===== src/hw/rtl/pcmv_pkg.sv =====
// shared types and constants of the pcm voice playback unit
package pcmv_pkg;

   // fixed field widths
   localparam int FRAC_BITS   = 12;
   localparam int BYTE_W      = 8;
   localparam int FIELD_ADDR_W = 16;
   localparam int LEN_W       = 17;
   localparam int REMAIN_W    = 18;
   localparam int OUT_W       = 18;
   localparam int DATA_W      = 16;
   localparam int PROD_W      = 25;
   localparam int BLEND_W     = 30;
   localparam int GAIN_W      = 16;
   localparam int STEP_W      = 5;
   localparam int PAN_MODE_W  = 3;
   localparam int PAN_LEVEL_W = 8;
   localparam int OPCODE_W    = 3;
   localparam int CSR_INDEX_W = 3;
   localparam int CSR_DATA_W  = 16;

   // request opcodes
   localparam logic [OPCODE_W-1:0] OP_WRITE   = 3'd0;
   localparam logic [OPCODE_W-1:0] OP_KEY_ON  = 3'd1;
   localparam logic [OPCODE_W-1:0] OP_KEY_OFF = 3'd2;
   localparam logic [OPCODE_W-1:0] OP_STOP    = 3'd3;
   localparam logic [OPCODE_W-1:0] OP_TICK    = 3'd4;

   // control register indexes
   localparam logic [CSR_INDEX_W-1:0] CSR_STEP_WHOLE    = 3'd0;
   localparam logic [CSR_INDEX_W-1:0] CSR_STEP_FRACTION = 3'd1;
   localparam logic [CSR_INDEX_W-1:0] CSR_GAIN          = 3'd2;
   localparam logic [CSR_INDEX_W-1:0] CSR_PAN_MODE      = 3'd3;
   localparam logic [CSR_INDEX_W-1:0] CSR_PAN_LEVEL     = 3'd4;
   localparam logic [CSR_INDEX_W-1:0] CSR_INTERPOLATE   = 3'd5;

   localparam logic [GAIN_W-1:0] GAIN_RESET = 16'd256;

   // pan modes
   localparam logic [PAN_MODE_W-1:0] PAN_CENTRE         = 3'd0;
   localparam logic [PAN_MODE_W-1:0] PAN_LEFT           = 3'd1;
   localparam logic [PAN_MODE_W-1:0] PAN_RIGHT          = 3'd2;
   localparam logic [PAN_MODE_W-1:0] PAN_CENTRE_ALT     = 3'd3;
   localparam logic [PAN_MODE_W-1:0] PAN_INV_CENTRE     = 3'd4;
   localparam logic [PAN_MODE_W-1:0] PAN_INV_LEFT       = 3'd5;
   localparam logic [PAN_MODE_W-1:0] PAN_INV_RIGHT      = 3'd6;
   localparam logic [PAN_MODE_W-1:0] PAN_INV_CENTRE_ALT = 3'd7;

   // pan settings handed to the pan stage
   typedef struct packed {
      logic [PAN_MODE_W-1:0]  mode;
      logic [PAN_LEVEL_W-1:0] level;
   } pan_cfg_type;

   // tick sequencer states
   typedef enum logic [4:0] {
      ST_IDLE   = 5'b00001,
      ST_READ0  = 5'b00010,
      ST_READ1  = 5'b00100,
      ST_BLEND  = 5'b01000,
      ST_OUTPUT = 5'b10000
   } state_type;

endpackage


===== src/hw/rtl/pcmv_pan.sv =====
// pan stage: side level scaling and left/right selection
module pcmv_pan (
   input  logic signed [pcmv_pkg::DATA_W-1:0] data,
   input  pcmv_pkg::pan_cfg_type              pan_cfg,
   output logic signed [pcmv_pkg::OUT_W-1:0]  left_sample,
   output logic signed [pcmv_pkg::OUT_W-1:0]  right_sample
);

   logic signed [pcmv_pkg::PROD_W-1:0] side_prod;
   logic signed [pcmv_pkg::PROD_W-1:0] side_biased;
   logic signed [pcmv_pkg::OUT_W-1:0]  side;
   logic signed [pcmv_pkg::OUT_W-1:0]  data_x;

   // side = data * level / 128, truncated toward zero
   assign side_prod   = data * $signed({1'b0, pan_cfg.level});
   assign side_biased = side_prod + (side_prod[pcmv_pkg::PROD_W-1] ? 25'sd127 : 25'sd0);
   assign side        = side_biased[pcmv_pkg::PROD_W-1:7];
   assign data_x      = data;

   // mode select, right side negated in the invert modes
   always_comb begin
      case (pan_cfg.mode) inside
         pcmv_pkg::PAN_LEFT: begin
            left_sample  = data_x;
            right_sample = side;
         end
         pcmv_pkg::PAN_RIGHT: begin
            left_sample  = side;
            right_sample = data_x;
         end
         pcmv_pkg::PAN_INV_CENTRE, pcmv_pkg::PAN_INV_CENTRE_ALT: begin
            left_sample  = data_x;
            right_sample = -data_x;
         end
         pcmv_pkg::PAN_INV_LEFT: begin
            left_sample  = data_x;
            right_sample = -side;
         end
         pcmv_pkg::PAN_INV_RIGHT: begin
            left_sample  = side;
            right_sample = -data_x;
         end
         default: begin
            left_sample  = data_x;
            right_sample = data_x;
         end
      endcase
   end

endmodule


===== config.mk =====
export PLATFORM = sky130hd
export DESIGN_NAME = pcmv_pan
export DESIGN_NICKNAME = d
export VERILOG_FILES = /design/src/hw/rtl/pcmv_pkg.sv /design/src/hw/rtl/pcmv_pan.sv
export SDC_FILE = /design/constraint.sdc
export NUM_CORES = 1
export LEC_CHECK = 0
export BUFFER_PORTS_ARGS = -buffer_cell sky130_fd_sc_hd__buf_2
export CAP_MARGIN = 20
export CORE_MARGIN = 2
export CORE_UTILIZATION = 35
export DETAILED_ROUTE_END_ITERATION = 8
export GPL_TIMING_DRIVEN = 1
export PLACE_DENSITY = 0.64
export SLEW_MARGIN = 20
export SYNTH_ARGS = -nofsm -noshare
export SYNTH_HDL_FRONTEND = slang
export SYNTH_SLANG_ARGS = --single-unit

===== constraint.sdc =====
create_clock -name vclk -period 12
set_input_delay 2.4 -clock vclk [all_inputs]
set_output_delay 2.4 -clock vclk [all_outputs]
set_load 0.005 [all_outputs]

==> impl_metrics.py, run 1 <==
metrics = {
    "floorplan": {
        "dieArea_mm2": 0.0196,
        "initial_utilization": 0.359,
        "die_h_um": 140,
        "ios": 63,
        "die_x_um": 140,
        "row_count": 49,
        "core_mm2": 0.0180,
    },
    "hold_path": {
        "min_path_type": "input port to output pin",
    },
    "global_routing": {
        "groute.usage.overall": 0.186,
        "grt_max_degree": 39,
        "grt_pass1_vias": 6105,
        "grt_antenna_before_repair": 0,
        "overflow": 0,
        "grt_pass1_wl_mm": 30.1,
    },
    "timing": {
        "relSlewSlack": 0.327,
        "min_period_over_period": 0.976,
        "setup_viol": 0,
        "tightest_slew_ps": 1000,
        "hold_viol": 0,
        "min_period_ps": 11710,
        "finalMaxSlewViolations": 0,
        "timing.fmax_mhz": 85.4,
        "whs_ps": 5250,
    },
    "placement": {
        "numPortBuffers": 63,
        "gp_congestion": 0.901,
        "place_inst": 1135,
        "hpwl_mm": 15.0,
    },
    "layout": {
        "seq_cells": 0,
        "diodes": 0,
        "utilization": 0.406,
        "area_delta_synth_final_pct": 13.2,
        "nets": 1094,
        "fillCellCount": 1906,
        "ff_latch_area_um2": 0,
        "drive_gt1_frac": 0.161,
        "layoutNonFillerInstCount": 1138,
        "num-clock-buffers": 0,
    },
    "synthesis": {
        "ys_warn_count": 0,
        "synth_most_common_cell": "inv_1",
        "ys_seq_area_frac": 0,
        "synth_nets": 1029,
        "ys_top_cells_by_count": "inv_1 (158), nand2_1 (112), fa_1 (102), and2_1 (72), ha_1 (54)",
        "yosysTopAreaCellShare": 0.316,
        "synth_area_leaders": "fa_1 (32%), ha_1 (10%), inv_1 (9.2%)",
        "netlist_instances": 846,
        "synth.avg_cell_area_um2": 7.64,
        "netlist.top_cell.by_area": "fa_1",
        "synth_cell_types": 69,
        "synth_area_mm2": 0.00647,
    },
    "setup_path": {
        "start_kind": "input port",
        "critPathMaxStageDelay_ps": 530,
        "setup.worst_path.end": "right_sample[12]",
        "worstPathRequired_ps": 9600,
        "critPathLaunch": "pan_cfg[0]",
        "critPathCaptureType": "output pin",
        "cp.arrival_ps": 9310,
        "path_class": "input port to output pin",
        "crit_slowest_cell": "fa_1",
        "crit_fanout": 10,
    },
    "detailed_routing": {
        "routed_via_density": 5.16,
        "firstDrtPassIters": 5,
        "drtAntennaViolNets": 0,
        "wl_per_cell_um": 15.4,
        "first_iter_violations": 331,
        "drc": 0,
        "vias": 5869,
        "wl_mm": 17.5,
    },
    "status": {
        "outcome": "finished clean",
    },
    "job": {
        "drv_cap": 0,
    },
    "clocking": {
        "holdBufCountCts": 0,
    },
}
metal layers:
metal  GRT usage  part of all wire  up-vias
met5           0                 0        -
met4      0.0384             0.026        0
met3     0.00786             0.036       23
met2       0.320              0.47      136
met1       0.262              0.46     2879
li1            -                 -     2831
cell type report:
type / count / area, um^2 / share of cell area
Inverter: 158 / 593 / 0.0810
Tap cell: 229 / 287 / 0.0391
Multi-Input combinational cell: 649 / 5820 / 0.795
Timing Repair Buffer: 102 / 623 / 0.0851
through the flow:
stage	setup WS (ps)	area (um^2)	setup TNS (ps)
3_5_place_dp	53.9	7190	0
2_1_floorplan	148	6470	0
6_report	287	7320	0
3_3_place_gp	229	7190	0
4_1_cts	37.4	7190	0
5_1_grt	-107	7320	-191
timing repair:
item,CTS,global route
buffers inserted,0,3
resized for setup,0,30
setup endpoints to repair,0,5
cells by family after synthesis:
| logic type | Yosys count | synth area share |
|---|---|---|
| muxes | 2 | 0.00580 |
| buffers and inverters | 197 | 0.115 |
| and+or+nand+nor | 295 | 0.233 |
| AOI/OAI and AO/OA | 130 | 0.136 |
| adders and majority gates | 156 | 0.420 |
| xor gates and xnor gates | 66 | 0.0905 |
how the worst min path moves through the flow:
stage / startpoint / to / slack, ps / cells after the start
floorplan: pan_cfg[8] / left_sample[6] / 4950 / 3
global placement: pan_cfg[8] / left_sample[6] / 5260 / 5
detailed placement: pan_cfg[8] / left_sample[6] / 5260 / 5
CTS: pan_cfg[8] / left_sample[6] / 5260 / 5
global route: pan_cfg[8] / left_sample[6] / 5280 / 5
finish: pan_cfg[8] / left_sample[6] / 5250 / 5
worst max-delay path, delay by kind of cell:
kind,cells,cell delay [ps]
simple gates,9,1650
xor+xnor,1,130
mux,1,330
fa+ha+maj,7,2840
buf+inv,6,680
compound gates,7,1250
cell usage in the layout, fill, tap and decap left out, types with 9 or more instances in the layout:
master and count:
fa_1 101, ha_1 50, and2_1 69, nor3_1 9
buf_4 40, or3_1 11, nand3_1 13, xor2_1 17
inv_1 158, nor2_1 30, o21ai_0 34, nand2_1 111
buf_2 57, and3_1 9, xnor2_1 46, a21oi_1 27
Power of run 1 is left out: the tool's default activity adds up to more than one toggle a clock period on the data nets, which glitch-free logic cannot reach.
==> run 2, diff against run 1 <==
--- a/config.mk
+++ b/config.mk
@@ -11,7 +11,7 @@
 export CORE_UTILIZATION = 35
 export DETAILED_ROUTE_END_ITERATION = 8
 export GPL_TIMING_DRIVEN = 1
-export PLACE_DENSITY = 0.64
+export PLACE_DENSITY = 0.53
 export SLEW_MARGIN = 20
 export SYNTH_ARGS = -nofsm -noshare
 export SYNTH_HDL_FRONTEND = slang
==> impl_metrics.py, run 2 (synthesis results as in run 1) <==
metrics = {
    "status": {
        "outcome": "finished clean",
    },
    "layout": {
        "seq_cells": 0,
        "nets": 1091,
        "layout_commonest_cell": "inv_1",
        "diodes": 0,
        "ff_latch_area_um2": 0,
        "multi_input_area_mm2": 0.00587,
        "num-clock-buffers": 0,
        "layoutNonFillerInstCount": 1135,
        "fillCellCount": 1910,
        "area_delta_synth_final_pct": 13.9,
        "final_cell_mix": "inv_1 (158), nand2_1 (110), fa_1 (101)",
        "drive_gt1_frac": 0.161,
    },
    "setup_path": {
        "worstPathRequired_ps": 9600,
        "critPathCaptureType": "output pin",
        "start_kind": "input port",
        "path_class": "input port to output pin",
        "cp.arrival_ps": 9280,
        "crit_fanout": 8,
        "crit_path_frequent_cell": "fa_1",
        "critPathMaxStageDelay_ps": 550,
        "crit_slowest_cell": "fa_1",
    },
    "global_routing": {
        "overflow": 0,
        "grt_pass1_wl_mm": 30.3,
        "grt_max_degree": 39,
        "groute.usage.overall": 0.188,
        "grt_antenna_before_repair": 0,
        "grt_pass1_vias": 5881,
    },
    "detailed_routing": {
        "routed_via_density": 5.06,
        "firstDrtPassIters": 4,
        "wl_mm": 17.9,
        "vias": 5744,
        "wl_per_cell_um": 15.7,
        "drtAntennaViolNets": 0,
        "first_iter_violations": 367,
        "drc": 0,
    },
    "timing": {
        "min_period_ps": 11680,
        "tightest_slew_ps": 1060,
        "whs_ps": 5180,
        "min_period_over_period": 0.973,
        "setup_viol": 0,
        "hold_viol": 0,
        "timing.fmax_mhz": 85.6,
        "finalMaxSlewViolations": 0,
        "relSlewSlack": 0.295,
    },
    "placement": {
        "place_inst": 1134,
        "numPortBuffers": 63,
        "hpwl_mm": 15.3,
        "gp_congestion": 0.870,
    },
    "floorplan": {
        "die_h_um": 140,
        "core_mm2": 0.0180,
        "row_count": 49,
        "dieArea_mm2": 0.0196,
        "initial_utilization": 0.359,
        "die_x_um": 140,
        "ios": 63,
    },
    "clocking": {
        "holdBufCountCts": 0,
    },
    "hold_path": {
        "min_path_type": "input port to output pin",
    },
    "job": {
        "drv_cap": 0,
    },
}
-- run 2: changes by cell type in the layout (fill, tap and decap cells not counted), moves of 2 or more --
cell	delta
buf_2	-3
buf_4	-3
ha_4	+3
clkbuf_4	+2
ha_2	-2
-- run 2: final timing paths --
| check | endpoint | from | depth (start not counted) |
|---|---|---|---|
| worst max-delay path | right_sample[12] | data[5] | 28 |
| worst min-delay path | left_sample[6] | data[6] | 4 |
-- run 2: metal layers --
metal / global-route usage / part of all wire / vias to the layer above
li1: - / - / 2819
met1: 0.270 / 0.48 / 2816
met2: 0.328 / 0.48 / 101
met3: 0.00513 / 0.030 / 8
met4: 0.0179 / 0.010 / 0
met5: 0 / 0 / -
-- run 2: layout make-up --
cell class / count / share of cell area
multi-input combinational: 649 / 0.797
inverter: 158 / 0.0805
timing repair buffer: 99 / 0.0831
tap: 229 / 0.0389
-- run 2: through the flow --
stage                     area, um^2  setup TNS, ps  setup slack, ps  utilization
after global routing            7360          -16.2            -16.2        0.409
after global placement          7180              0              137        0.399
after CTS                       7190              0             74.6        0.399
final                           7360              0              323        0.409
after floorplan                 6470              0              148            -
after detailed placement        7180              0             14.6        0.399
-- run 2: what timing repair did --
item | 4_1_cts | 5_1_grt
setup buffers | 0 | 1
resized for setup | 1 | 42
pin swaps | 0 | 15
endpoints found under the hold margin | 0 | 0
setup endpoints to repair | 1 | 5
-- run 2: critical path, delay by kind of cell --
kind / cells / cell delay, ps
adders and majority gates: 7 / 2800
and+or+nand+nor: 8 / 1590
AOI/OAI and AO/OA: 6 / 1350
buffers and inverters: 5 / 540
muxes: 1 / 330
xor gates and xnor gates: 1 / 250
Power of run 2 is left out for the same reason.
